## config.mk

```make
export PLATFORM = sky130hd
export DESIGN_NAME = pes_to_ts_packetizer
export DESIGN_NICKNAME = d
export VERILOG_FILES = /design/src/design/ptsp_pkg.sv /design/src/design/ptsp_front.sv /design/src/design/ptsp_queue.sv /design/src/design/ptsp_back.sv /design/src/design/pes_to_ts_packetizer.sv
export SDC_FILE = /design/constraint.sdc
export NUM_CORES = 1
export LEC_CHECK = 0
export BUFFER_PORTS_ARGS = -buffer_cell sky130_fd_sc_hd__buf_2
export CAP_MARGIN = 20
export CORE_MARGIN = 1
export CORE_UTILIZATION = 38
export CTS_BUF_LIST = sky130_fd_sc_hd__clkbuf_4 sky130_fd_sc_hd__clkbuf_8 sky130_fd_sc_hd__clkbuf_16
export DETAILED_ROUTE_END_ITERATION = 6
export HOLD_SLACK_MARGIN = 0.08
export SLEW_MARGIN = 30
export SYNTH_ARGS = -nofsm -noshare
export SYNTH_HDL_FRONTEND = slang
export SYNTH_HIERARCHICAL = 1
export SYNTH_SLANG_ARGS = --single-unit
```

## constraint.sdc

```tcl
create_clock -name clock -period 22.1 [get_ports clock]
set_input_delay 0 -clock clock [delete_from_list [all_inputs] [get_ports clock]]
set_output_delay 0 -clock clock [all_outputs]
set_load 0.05 [all_outputs]
```

## src/design/ptsp_pkg.sv

```systemverilog
// ---------------------------------------------------------------------------
// ptsp_pkg
// Shared types and constants of the PES to transport stream packetizer.
// ---------------------------------------------------------------------------
package ptsp_pkg;

   localparam int PACKET_BYTES = 188;

   localparam logic KIND_FRAME = 1'b0;
   localparam logic KIND_BYTE  = 1'b1;

   localparam logic [7:0] CSR_FIRST_PID  = 8'd0;
   localparam logic [7:0] CSR_PCR_STREAM = 8'd1;
   localparam logic [7:0] CSR_VIDEO_MASK = 8'd2;
   localparam logic [7:0] CSR_H265_MASK  = 8'd3;

   typedef struct packed {
      logic        kind;
      logic [2:0]  stream_index;
      logic [23:0] frame_length;
      logic [32:0] pts;
      logic [32:0] dts;
      logic        has_delimiter;
      logic        is_keyframe;
      logic [7:0]  payload_byte;
   } req_type;

   typedef struct packed {
      logic [63:0] packet_word;
      logic [3:0]  byte_count;
      logic        packet_end;
   } rsp_type;

   typedef struct packed {
      logic        kind;
      logic [2:0]  idx;
      logic [23:0] len;
      logic [32:0] pts;
      logic [32:0] dts;
      logic        video;
      logic        h265;
      logic        pcr;
      logic        key;
      logic        delim;
      logic [7:0]  data;
   } cmd_type;

   typedef struct packed {
      logic full;
      logic empty;
   } q_status_type;

   // five-byte pes timestamp with marker bits
   function automatic logic [39:0] pes_stamp(input logic [3:0] prefix, input logic [32:0] ts);
      pes_stamp = {prefix, ts[32:30], 1'b1, ts[29:22], ts[21:15], 1'b1,
                   ts[14:7], ts[6:0], 1'b1};
   endfunction

endpackage

```

## src/design/ptsp_front.sv

```systemverilog
// ---------------------------------------------------------------------------
// ptsp_front
// Accepts items, filters them against the open frame and queues commands.
// ---------------------------------------------------------------------------
module ptsp_front #(
   parameter int NUM_STREAMS = 8
) (
   input  logic                   clock,
   input  logic                   reset,
   input  logic                   req_valid,
   output logic                   req_stall,
   input  ptsp_pkg::req_type      req_data,
   input  logic                   csr_valid,
   output logic                   csr_ready,
   input  logic [7:0]             csr_index,
   input  logic [15:0]            csr_data,
   output logic                   push,
   output ptsp_pkg::cmd_type      cmd,
   input  ptsp_pkg::q_status_type q_status,
   output logic [12:0]            first_pid
);
   import ptsp_pkg::*;

   logic [12:0] first_pid_ff;
   logic [2:0]  pcr_stream_ff;
   logic [7:0]  video_mask_ff;
   logic [7:0]  h265_mask_ff;
   logic [23:0] bytes_left_ff, bytes_left_in;
   logic        accept;
   logic        frame_ok;

   assign csr_ready = 1'b1;
   assign req_stall = q_status.full;
   assign accept    = req_valid && !q_status.full;
   assign first_pid = first_pid_ff;

   assign frame_ok = (bytes_left_ff == 24'd0) && (req_data.frame_length != 24'd0) &&
                     (32'(req_data.stream_index) < NUM_STREAMS);

   always_comb begin
      push          = 1'b0;
      bytes_left_in = bytes_left_ff;
      if (accept) begin
         if (req_data.kind == KIND_FRAME) begin
            if (frame_ok) begin
               push          = 1'b1;
               bytes_left_in = req_data.frame_length;
            end
         end else if (bytes_left_ff != 24'd0) begin
            push          = 1'b1;
            bytes_left_in = bytes_left_ff - 24'd1;
         end
      end
   end

   always_comb begin
      cmd.kind  = req_data.kind;
      cmd.idx   = req_data.stream_index;
      cmd.len   = req_data.frame_length;
      cmd.pts   = req_data.pts;
      cmd.dts   = req_data.dts;
      cmd.video = video_mask_ff[req_data.stream_index];
      cmd.h265  = h265_mask_ff[req_data.stream_index];
      cmd.pcr   = req_data.stream_index == pcr_stream_ff;
      cmd.key   = req_data.is_keyframe;
      cmd.delim = req_data.has_delimiter;
      cmd.data  = req_data.payload_byte;
   end

   always_ff @(posedge clock) begin
      if (reset) begin
         first_pid_ff  <= 13'd256;
         pcr_stream_ff <= 3'd0;
         video_mask_ff <= 8'd0;
         h265_mask_ff  <= 8'd0;
         bytes_left_ff <= 24'd0;
      end else begin
         bytes_left_ff <= bytes_left_in;
         if (csr_valid && csr_ready) begin
            unique case (csr_index)
               CSR_FIRST_PID:  first_pid_ff  <= csr_data[12:0];
               CSR_PCR_STREAM: pcr_stream_ff <= csr_data[2:0];
               CSR_VIDEO_MASK: video_mask_ff <= csr_data[7:0];
               CSR_H265_MASK:  h265_mask_ff  <= csr_data[7:0];
               default: ;
            endcase
         end
      end
   end

endmodule

```

## src/design/ptsp_queue.sv

```systemverilog
// ---------------------------------------------------------------------------
// ptsp_queue
// Four-entry command queue between the front and the back.
// ---------------------------------------------------------------------------
module ptsp_queue (
   input  logic                   clock,
   input  logic                   reset,
   input  logic                   push,
   input  ptsp_pkg::cmd_type      push_cmd,
   input  logic                   pop,
   output ptsp_pkg::cmd_type      head_cmd,
   output ptsp_pkg::q_status_type q_status
);
   import ptsp_pkg::*;

   localparam int DEPTH = 4;
   localparam int AW    = $clog2(DEPTH);

   cmd_type        mem_ff [DEPTH];
   logic [AW-1:0]  wr_ff, rd_ff;
   logic [AW:0]    count_ff;

   assign q_status.full  = count_ff == (AW+1)'(DEPTH);
   assign q_status.empty = count_ff == '0;
   assign head_cmd       = mem_ff[rd_ff];

   always_ff @(posedge clock) begin
      if (push) mem_ff[wr_ff] <= push_cmd;
   end

   always_ff @(posedge clock) begin
      if (reset) begin
         wr_ff    <= '0;
         rd_ff    <= '0;
         count_ff <= '0;
      end else begin
         if (push) wr_ff <= wr_ff + 1'b1;
         if (pop)  rd_ff <= rd_ff + 1'b1;
         if (push && !pop)      count_ff <= count_ff + 1'b1;
         else if (pop && !push) count_ff <= count_ff - 1'b1;
      end
   end

endmodule

```

## src/design/ptsp_back.sv

```systemverilog
// ---------------------------------------------------------------------------
// ptsp_back
// Byte sequencer: packet heads, pes header, payload, word assembly.
// ---------------------------------------------------------------------------
module ptsp_back #(
   parameter int NUM_STREAMS = 8
) (
   input  logic                   clock,
   input  logic                   reset,
   input  ptsp_pkg::cmd_type      head_cmd,
   input  ptsp_pkg::q_status_type q_status,
   output logic                   pop,
   input  logic [12:0]            first_pid,
   output logic                   rsp_valid,
   input  logic                   rsp_stall,
   output ptsp_pkg::rsp_type      rsp_data
);
   import ptsp_pkg::*;

   localparam int CC_DEPTH = (NUM_STREAMS < 8) ? NUM_STREAMS : 8;
   localparam int CW       = (CC_DEPTH > 1) ? $clog2(CC_DEPTH) : 1;

   localparam logic [1:0] S_IDLE = 2'd0;
   localparam logic [1:0] S_PLAN = 2'd1;
   localparam logic [1:0] S_HEAD = 2'd2;
   localparam logic [1:0] S_PES  = 2'd3;

   logic [1:0]   state_ff, state_in;
   logic [2:0]   idx_ff, idx_in;
   logic [23:0]  left_ff, left_in;
   logic         first_ff, first_in;
   logic         pcr_ff, pcr_in;
   logic         rai_ff, rai_in;
   logic [47:0]  pcrv_ff, pcrv_in;
   logic [255:0] hdr_ff, hdr_in;
   logic [4:0]   hlen_ff, hlen_in;
   logic [24:0]  rem_ff, rem_in;
   logic [7:0]   cnt_ff, cnt_in;
   logic [7:0]   aft_ff, aft_in;
   logic [12:0]  pid_ff, pid_in;
   logic [3:0]   cc_ff, cc_in;
   logic [3:0]   ccs_ff [CC_DEPTH];
   logic         cc_bump;
   logic [63:0]  asm_ff, asm_in;
   logic [3:0]   fill_ff, fill_in;
   logic [7:0]   pos_ff, pos_in;
   logic         rsp_valid_ff, rsp_valid_in;
   rsp_type      rsp_ff, rsp_in;

   logic         go, emit;
   logic [7:0]   ebyte;
   logic [63:0]  word_n;
   logic [3:0]   fill1;
   logic [7:0]   pos1;
   logic [7:0]   base, space, stuff;
   logic [4:0]   h_len;
   logic [24:0]  pes_len;
   logic [55:0]  aud;
   logic [95:0]  tail;
   logic [255:0] hdr_new;
   logic         dts_sent, need_aud;
   logic [32:0]  pcr_src;

   assign rsp_valid = rsp_valid_ff;
   assign rsp_data  = rsp_ff;
   assign go        = !(rsp_valid_ff && rsp_stall);

   // pes header of a new frame, left aligned
   always_comb begin
      dts_sent = head_cmd.pts != head_cmd.dts;
      need_aud = head_cmd.video && !head_cmd.delim;
      aud      = head_cmd.h265 ? 56'h00000001460150 : 56'h0000000109F000;
      h_len    = 5'd14 + (dts_sent ? 5'd5 : 5'd0) +
                 (need_aud ? (head_cmd.h265 ? 5'd7 : 5'd6) : 5'd0);
      pes_len  = {1'b0, head_cmd.len} + 25'(h_len) - 25'd6;
      tail     = dts_sent ? {pes_stamp(4'h1, head_cmd.dts), need_aud ? aud : 56'd0}
                          : {need_aud ? aud : 56'd0, 40'd0};
      hdr_new  = {24'h000001, head_cmd.video ? 8'hE0 : 8'hC0,
                  (!head_cmd.video && pes_len <= 25'h00FFFF) ? pes_len[15:0] : 16'h0000,
                  8'h84, dts_sent ? 8'hC0 : 8'h80, dts_sent ? 8'd10 : 8'd5,
                  pes_stamp(dts_sent ? 4'h3 : 4'h2, head_cmd.pts), tail, 48'd0};
      pcr_src  = (head_cmd.dts != 33'd0) ? head_cmd.dts : head_cmd.pts;
   end

   // packet plan: adaptation field length from the bytes still to carry
   always_comb begin
      base  = pcr_ff ? 8'd8 : (rai_ff ? 8'd2 : 8'd0);
      space = 8'd184 - base;
      stuff = (rem_ff < {17'd0, space}) ? (space - rem_ff[7:0]) : 8'd0;
   end

   always_comb begin
      state_in = state_ff;
      idx_in   = idx_ff;
      left_in  = left_ff;
      first_in = first_ff;
      pcr_in   = pcr_ff;
      rai_in   = rai_ff;
      pcrv_in  = pcrv_ff;
      hdr_in   = hdr_ff;
      hlen_in  = hlen_ff;
      rem_in   = rem_ff;
      cnt_in   = cnt_ff;
      aft_in   = aft_ff;
      pid_in   = pid_ff;
      cc_in    = cc_ff;
      cc_bump  = 1'b0;
      pop      = 1'b0;
      emit     = 1'b0;
      ebyte    = 8'h00;
      if (go) begin
         unique case (state_ff)
            S_IDLE: begin
               if (!q_status.empty) begin
                  if (head_cmd.kind == KIND_FRAME) begin
                     pop      = 1'b1;
                     idx_in   = head_cmd.idx;
                     left_in  = head_cmd.len;
                     first_in = 1'b1;
                     pcr_in   = head_cmd.pcr;
                     rai_in   = head_cmd.video && head_cmd.key;
                     pcrv_in  = {pcr_src, 15'h7E00};
                     hdr_in   = hdr_new;
                     hlen_in  = h_len;
                     rem_in   = {1'b0, head_cmd.len} + 25'(h_len);
                     state_in = S_PLAN;
                  end else if (pos_ff == 8'd0) begin
                     first_in = 1'b0;
                     pcr_in   = 1'b0;
                     rai_in   = 1'b0;
                     rem_in   = {1'b0, left_ff};
                     state_in = S_PLAN;
                  end else begin
                     pop     = 1'b1;
                     emit    = 1'b1;
                     ebyte   = head_cmd.data;
                     left_in = left_ff - 24'd1;
                  end
               end
            end
            S_PLAN: begin
               aft_in   = base + stuff;
               pid_in   = first_pid + 13'(idx_ff);
               cc_in    = ccs_ff[idx_ff[CW-1:0]];
               cc_bump  = 1'b1;
               cnt_in   = 8'd0;
               state_in = S_HEAD;
            end
            S_HEAD: begin
               emit = 1'b1;
               if (cnt_ff == 8'd0)      ebyte = 8'h47;
               else if (cnt_ff == 8'd1) ebyte = {1'b0, first_ff, 1'b0, pid_ff[12:8]};
               else if (cnt_ff == 8'd2) ebyte = pid_ff[7:0];
               else if (cnt_ff == 8'd3) ebyte = {2'b00, aft_ff != 8'd0, 1'b1, cc_ff};
               else if (cnt_ff == 8'd4) ebyte = aft_ff - 8'd1;
               else if (cnt_ff == 8'd5) ebyte = {1'b0, rai_ff, 1'b0, pcr_ff, 4'h0};
               else if (pcr_ff && cnt_ff < 8'd12) begin
                  ebyte   = pcrv_ff[47:40];
                  pcrv_in = {pcrv_ff[39:0], 8'h00};
               end else ebyte = 8'hFF;
               cnt_in = cnt_ff + 8'd1;
               if (cnt_ff == aft_ff + 8'd3) begin
                  cnt_in   = 8'd0;
                  state_in = first_ff ? S_PES : S_IDLE;
               end
            end
            S_PES: begin
               emit   = 1'b1;
               ebyte  = hdr_ff[255:248];
               hdr_in = {hdr_ff[247:0], 8'h00};
               cnt_in = cnt_ff + 8'd1;
               if (cnt_ff[4:0] == hlen_ff - 5'd1) begin
                  first_in = 1'b0;
                  state_in = S_IDLE;
               end
            end
            default: state_in = S_IDLE;
         endcase
      end
   end

   // word assembly
   always_comb begin
      asm_in       = asm_ff;
      fill_in      = fill_ff;
      pos_in       = pos_ff;
      rsp_in       = rsp_ff;
      rsp_valid_in = rsp_valid_ff && rsp_stall;
      word_n       = asm_ff | (64'(ebyte) << (6'd56 - {fill_ff[2:0], 3'b000}));
      fill1        = fill_ff + 4'd1;
      pos1         = pos_ff + 8'd1;
      if (emit) begin
         if (fill1 == 4'd8 || pos1 == 8'(PACKET_BYTES)) begin
            rsp_in.packet_word = word_n;
            rsp_in.byte_count  = fill1;
            rsp_in.packet_end  = pos1 == 8'(PACKET_BYTES);
            rsp_valid_in       = 1'b1;
            asm_in             = 64'd0;
            fill_in            = 4'd0;
            pos_in             = (pos1 == 8'(PACKET_BYTES)) ? 8'd0 : pos1;
         end else begin
            asm_in  = word_n;
            fill_in = fill1;
            pos_in  = pos1;
         end
      end
   end

   always_ff @(posedge clock) begin
      idx_ff  <= idx_in;
      left_ff <= left_in;
      pcrv_ff <= pcrv_in;
      hdr_ff  <= hdr_in;
      hlen_ff <= hlen_in;
      rem_ff  <= rem_in;
      cnt_ff  <= cnt_in;
      aft_ff  <= aft_in;
      pid_ff  <= pid_in;
      cc_ff   <= cc_in;
      rsp_ff  <= rsp_in;
      first_ff <= first_in;
      pcr_ff   <= pcr_in;
      rai_ff   <= rai_in;
   end

   always_ff @(posedge clock) begin
      if (reset) begin
         state_ff     <= S_IDLE;
         asm_ff       <= 64'd0;
         fill_ff      <= 4'd0;
         pos_ff       <= 8'd0;
         rsp_valid_ff <= 1'b0;
         for (int i = 0; i < CC_DEPTH; i++) ccs_ff[i] <= 4'd0;
      end else begin
         state_ff     <= state_in;
         asm_ff       <= asm_in;
         fill_ff      <= fill_in;
         pos_ff       <= pos_in;
         rsp_valid_ff <= rsp_valid_in;
         if (cc_bump) ccs_ff[idx_ff[CW-1:0]] <= cc_in + 4'd1;
      end
   end

endmodule

```

## src/design/pes_to_ts_packetizer.sv

```systemverilog
// ---------------------------------------------------------------------------
// pes_to_ts_packetizer
// Wraps elementary-stream frames into 188-byte transport packets.
// ---------------------------------------------------------------------------
// req_*: one beat per item, a frame-start descriptor followed by its payload
//   bytes. req_stall rises only while the four-entry command queue is full.
// rsp_*: 64-bit packet words, first byte in the top bits, byte_count valid
//   bytes, packet_end on the four-byte word that closes each packet.
// csr_*: register writes, always ready; write only while the block is idle.
// The back end moves at most one packet byte per cycle and none while a word
// waits under rsp_stall; a payload byte goes out straight from the queue head,
// a packet head passes S_PLAN and emits 4..187 head bytes, and a frame start
// adds the 14..26-byte pes header. Payload beats are accepted at one per
// cycle until the queue fills. A beat that completes a word with the back
// end waiting passes the queue and the result register on its way to rsp_*.
// While a word waits under rsp_stall the back end freezes with the word
// held, and the queue absorbs up to four more beats before req_stall rises.
// Reset clears the queue, the continuity counters and the configuration
// registers to their defaults; there is no clearing pass.
module pes_to_ts_packetizer #(
   parameter int NUM_STREAMS = 8
) (
   input  logic              clock,
   input  logic              reset,
   input  logic              req_valid,
   output logic              req_stall,
   input  ptsp_pkg::req_type req_data,
   output logic              rsp_valid,
   input  logic              rsp_stall,
   output ptsp_pkg::rsp_type rsp_data,
   input  logic              csr_valid,
   output logic              csr_ready,
   input  logic [7:0]        csr_index,
   input  logic [15:0]       csr_data
);
   import ptsp_pkg::*;

   cmd_type      push_cmd, head_cmd;
   q_status_type q_status;
   logic         push, pop;
   logic [12:0]  first_pid;

   ptsp_front #(.NUM_STREAMS(NUM_STREAMS)) u_front (
      .clock(clock), .reset(reset),
      .req_valid(req_valid), .req_stall(req_stall), .req_data(req_data),
      .csr_valid(csr_valid), .csr_ready(csr_ready),
      .csr_index(csr_index), .csr_data(csr_data),
      .push(push), .cmd(push_cmd), .q_status(q_status), .first_pid(first_pid)
   );

   ptsp_queue u_queue (
      .clock(clock), .reset(reset),
      .push(push), .push_cmd(push_cmd), .pop(pop),
      .head_cmd(head_cmd), .q_status(q_status)
   );

   ptsp_back #(.NUM_STREAMS(NUM_STREAMS)) u_back (
      .clock(clock), .reset(reset),
      .head_cmd(head_cmd), .q_status(q_status), .pop(pop),
      .first_pid(first_pid),
      .rsp_valid(rsp_valid), .rsp_stall(rsp_stall), .rsp_data(rsp_data)
   );

endmodule

```

## Word level (Yosys, flattened, before mapping)

Memories as Yosys holds them, arrays and structs flattened. A register that Yosys moved wholly into a read port is not among the register bits.
Index checks and enable logic that the tools add are counted.

- Register bits after elaboration: 608
- Input port bits: 133
- Output and inout port bits: 72
- Memory bits (writable): 460
- Memories: 2

- $lt $le $gt $ge: 4
- Bitwise gates (word level): 4
- Reductions and logical operators: 47
- Eq/ne operators: 33
- $add $sub $neg: 22
- Shift-type cells: 1
- Multiplexer cells: 105

Memory list:

| memory | depth | bits a word | read ports | clocked after Yosys merged registers in | write ports | RTL line | RTL |
|---|---|---|---|---|---|---|---|
| u_queue.mem_ff | 4 | 107 | 1 | 1 | 1 | ptsp_queue.sv:19 | `cmd_type mem_ff [DEPTH];` |
| u_back.ccs_ff | 8 | 4 | 1 | 1 | 8 | ptsp_back.sv:42 | `logic [3:0] ccs_ff [CC_DEPTH];` |

Operators with widths:

| kind | number |
|---|---|
| $mux 256 | 2 |
| $pmux 256 s2 | 1 |
| $mux 48 | 9 |
| $mux 8 | 16 |
| $mux 24 | 5 |
| $mux 96 | 1 |
| $pmux 48 s2 | 1 |
| $mux 64 | 1 |
| $or 64x64->64 | 1 |
| $shl 8x6->64 | 1 |
| $mux 56 | 1 |
| $mux 25 | 2 |
| $pmux 8 s3 | 2 |
| $reduce_bool 24->1 | 2 |
| $sub 24x1->24 const B | 2 |
| $mux 1 | 34 |
| $mux 33 | 1 |
| $ne 33x33->1 | 1 |
| $reduce_bool 33->1 | 1 |
| $eq 8x2->1 const B | 4 |
| $add 24x5->25 | 1 |
| $le 25x16->1 const B | 1 |
| $lt 25x8->1 | 1 |
| $sub 25x3->25 const B | 1 |
| 59 further kinds | 124 |

## Logic depth before layout (Yosys ltp)

- Depth in word-level cells: 14
- Mapped depth: 27

## Modules after synthesis

Netlist, hierarchy kept.

By module, submodules not included:

| module | times used | area an instance (um^2) | cells each | seq. area each (um^2) |
|---|---|---|---|---|
| ptsp_back | 1 | 23,483.8 | 2,096 | 13,853.3 |
| ptsp_queue | 1 | 15,849.0 | 603 | 13,032.5 |
| ptsp_front | 1 | 3,822.4 | 438 | 1,121.1 |

## Least setup slack after synthesis

No wires, ideal clock.

- Path kind: reg-to-reg
- From: register (tool-made name)
- To: register u_back.hdr_ff[100] (enable)
- Library setup time: 779 ps
- Cell stages (with the launch flop): 8
- Arrival: 10,258 ps
- Path slack: 11,063 ps
- Required time: 21,321 ps
- Buffers on the path: 3
- Cell sequence: dfxtp_1 -> buf_6 -> buf_8 -> mux4_2 -> clkbuf_1 -> nor3_1 -> nand2b_1 -> a21oi_1

RTL lines:

| what | RTL line | RTL |
|---|---|---|
| end signal, assigned | ptsp_back.sv:213 | `hdr_ff <= hdr_in;` |
| end, declared | ptsp_back.sv:35 | `logic [255:0] hdr_ff, hdr_in;` |

==> impl_metrics.env <==
export IMPL_layout_min_cycle_time_ns=9.06
export IMPL_cp_top_family="compound AO/OA/AOI/OAI gates"
export IMPL_drv_slew=0
export IMPL_grt_pass1_wl_mm=154
export IMPL_via_per_inst=5.21
export IMPL_crit_path_end_kind="register"
export IMPL_wl_per_cell_um=19.8
export IMPL_synth_edf_count=832
export IMPL_worst_path_buf_inv=4
export IMPL_maxCapViolCount=0
export IMPL_place_area_um2=44900
export IMPL_relSlewSlack=0.331
export IMPL_worstHoldStart="req_data[41]"
export IMPL_die_area_um2=115000
export IMPL_grt_max_degree=85
export IMPL_firstDrtPassIters=7
export IMPL_synthMuxAreaShare=0.0767
export IMPL_antenna_found_initial=0
export IMPL_syn_inst=3137
export IMPL_setup_viol=0
export IMPL_rows=123
export IMPL_async_flop_share=0
export IMPL_die_w_um=339
export IMPL_stdcell_area_um2=50600
export IMPL_synthXorXnorAreaFrac=0.0276
export IMPL_overflow=0
export IMPL_ys_seq_area_frac=0.649
export IMPL_synthSimpleGateAreaFrac=0.117
export IMPL_hold_viol=0
export IMPL_htree_levels=3
export IMPL_die_y_um=339
export IMPL_avgSynthCellArea_um2=13.8
export IMPL_synth_compound_area_frac=0.0730
export IMPL_leakagePower_nw=18.1
export IMPL_start_util=0.384
export IMPL_gp_congestion=0.871
export IMPL_coreArea_um2=112000
export IMPL_portBuffers=200
export IMPL_critPathRequiredTime_ns=22.50
export IMPL_cts_sinks=983
export IMPL_start_kind="register"
export IMPL_drc_errors=2
export IMPL_n_antenna_cell=0
export IMPL_hold_buffers=209
export IMPL_grt_pass1_vias=25900
export IMPL_areaGrowthSynthToFinish_pct=17.3
export IMPL_finalClockSkew_ns=0.0690
export IMPL_clock_latency_ns=0.71
export IMPL_worstPathCellList="buf_4 -> buf_4 -> buf_16 -> mux4_2 -> xor2_1 -> nor4_1 -> nand4_1 -> nor4_1 -> nand4_1 -> inv_1 -> ha_1 -> xnor2_1 -> xnor2_1 -> ha_1 -> a211oi_1 -> o21ai_1 -> a211oi_1 -> nand4_1 -> xnor2_1 -> a2111oi_0 -> nand3_1 -> o41ai_4 -> o31ai_1"
export IMPL_fin_crit_sh=0.410
export IMPL_regToRegSetupSlack_ns=13.04
export IMPL_r2r_cells=23
export IMPL_syn_area_um2=43200
export IMPL_drtIter0Drc=2059
export IMPL_crit_fanout=29
export IMPL_r2r_end="u_back/hdr_ff[213]$_DFFE_PP_"
export IMPL_drive_gt1_frac=0.178
export IMPL_status="finished with violations"
export IMPL_top_layer_used="met4"
export IMPL_dr_wl_met2_mm=47.7
export IMPL_min_path_cells=2
export IMPL_ys_warn_count=6
export IMPL_nNetsFinal=3618
export IMPL_ctsResizeCount=0
export IMPL_hpwl_mm=65.9
export IMPL_wirelength_mm=99.6
export IMPL_setup_tns_final_ns=0
export IMPL_ys_dominant_reg_cell="edfxtp_1"
export IMPL_clk_pin_slew_ns=0.06
export IMPL_rsz0062_at_grt="no"
export IMPL_fmax_mhz=110
export IMPL_synth_seq_cells=983
export IMPL_hold_path_end="u_queue/mem_ff[3][44]$_DFFE_PP_"
export IMPL_boundaryPins=205
export IMPL_violations="design-rule violations"
export IMPL_wl_met3_mm=4.66
export IMPL_cts_tree="done"
export IMPL_syn_num_nets=3320
export IMPL_synth_top_family_by_area="simple AND/OR/NAND/NOR gates"
export IMPL_final_common_cell="edfxtp_1"
export IMPL_hold_slack_ns=0.124
export IMPL_tightest_slew_ns=1.00
export IMPL_synth_distinct_cells=102
export IMPL_grtUsageTotal=0.171
export IMPL_cts_setup_buffers=0
export IMPL_critical_path_class="reg -> reg"
export IMPL_synthAdderAreaFrac=0.0152
export IMPL_power_density_nw_per_um2=133
export IMPL_layout_cells_most_common_list="edfxtp_1, nand2_1, dlygate4sd3_1, buf_2, nor2_1"
export IMPL_cts_buffer_depth=3
export IMPL_num_vias=26200
export IMPL_root_buffer="clkbuf_16"
export IMPL_vdd_drop_max_v=0.000108
export IMPL_cpMaxStageDelayCell="o41ai_4"
export IMPL_drtAntennaViolNets=0
export IMPL_met1_length_mm=45.0
export IMPL_cts_buffers=103
export IMPL_slowest_delay_ns=0.91
export IMPL_cp_arrival_ns=9.45
export IMPL_hp_class="in -> reg"
## worst register-to-register path, cell delays in order (launching register included)
cell and delay, ns:
dfxtp_4 0.54, buf_4 0.59, buf_4 0.44, buf_16 0.29
mux4_2 0.69, xor2_1 0.21, nor4_1 0.36, nand4_1 0.13
nor4_1 0.45, nand4_1 0.29, inv_1 0.26, ha_1 0.29
xnor2_1 0.20, xnor2_1 0.15, ha_1 0.28, a211oi_1 0.47
o21ai_1 0.35, a211oi_1 0.55, nand4_1 0.18, xnor2_1 0.20
a2111oi_0 0.53, nand3_1 0.22, o41ai_4 0.91, o31ai_1 0.20
## per-stage QoR
step           power, mW  utilization  worst slack, ns  cells
2_1_floorplan       4.39            -            11.06   3137
3_3_place_gp        4.93        0.399            12.81   4615
3_5_place_dp        4.96        0.399            12.84   4617
4_1_cts             6.79        0.449            12.83   5021
5_1_grt             7.11        0.450            12.59   5025
6_report            6.74        0.450            13.04   5025
## layout make-up
type                       instances  area (µm²)
timing repair buffer             452        3500
clock inverter                    57         646
fill                           10100       61900
multi-input combinational       1834       13400
sequential                       983       28000
tap                             1500        1880
clock buffer                     138        2930
inverter                          61         229
## power breakdown
part	internal, mW	switching, mW
Combinational	0.807	1.42
Clock	1.05	0.736
Sequential	2.54	0.188
## cells in the mapped netlist (36+ instances only)
cell | instances | area [µm²]
dfxtp_1 | 151 | 3020
and2_1 | 71 | 444
xnor2_1 | 75 | 657
buf_4 | 110 | 826
edfxtp_1 | 832 | 25000
mux4_2 | 119 | 2680
o21ai_0 | 77 | 385
nor2_1 | 197 | 739
nand2_1 | 317 | 1190
nor3_1 | 50 | 250
nand3_1 | 71 | 355
o31ai_1 | 36 | 270
inv_1 | 60 | 225
ha_1 | 46 | 576
clkbuf_1 | 94 | 353
nand2b_1 | 46 | 288
xor2_1 | 61 | 534
mux2i_1 | 47 | 470
and3_1 | 81 | 507
a21o_1 | 41 | 308
a21oi_1 | 97 | 485
nor4_1 | 42 | 263
## logic make-up (layout without fill, tap and decap cells)
group                      count (synthesis)  after routing
adders and majority gates                 50             50
xor gates and xnor gates                 136            136
and+or+nand+nor                         1015           1015
DFF                                      983            983
other                                      3              3
buffers and inverters                    320            708
muxes                                    180            180
AOI/OAI and AO/OA                        450            450
## worst max-delay path by stage
stage / end / slack [ns] / cells after the start
3_5_place_dp: u_back/hdr_ff[217]$_DFFE_PP_ / 12.84 / 22
2_1_floorplan: u_back/hdr_ff[100]$_DFFE_PP_ / 11.06 / 7
5_1_grt: u_back/hdr_ff[221]$_DFFE_PP_ / 12.59 / 23
6_report: u_back/hdr_ff[213]$_DFFE_PP_ / 13.04 / 23
3_3_place_gp: u_back/hdr_ff[222]$_DFFE_PP_ / 12.81 / 22
4_1_cts: u_back/hdr_ff[213]$_DFFE_PP_ / 12.83 / 22
## sequential cells by signal (all words and copies together), names as in the netlist, 4 cells and up, named ones only
register / cells
u_queue/mem_ff: 428
u_back/hdr_ff: 180
u_back/rsp_data: 69
u_back/asm_ff: 64
u_back/pcrv_ff: 34
u_back/ccs_ff: 32
u_back/rem_ff: 25
u_back/left_ff: 24
u_front/bytes_left_ff: 24
u_back/pid_ff: 13
u_front/first_pid: 13
u_back/aft_ff: 8
u_back/cnt_ff: 8
u_back/pos_ff: 8
u_front/h265_mask_ff: 8
u_front/video_mask_ff: 8
u_back/hlen_ff: 5
u_back/cc_ff: 4
u_back/fill_ff: 4
## routing by layer
layer  vias up  global-route usage
li1      12300                   -
met1     13100               0.240
met2       665               0.277
met3       141              0.0230
met4         0              0.0519
met5         -                   0
(Power assumes the default switching activity.)
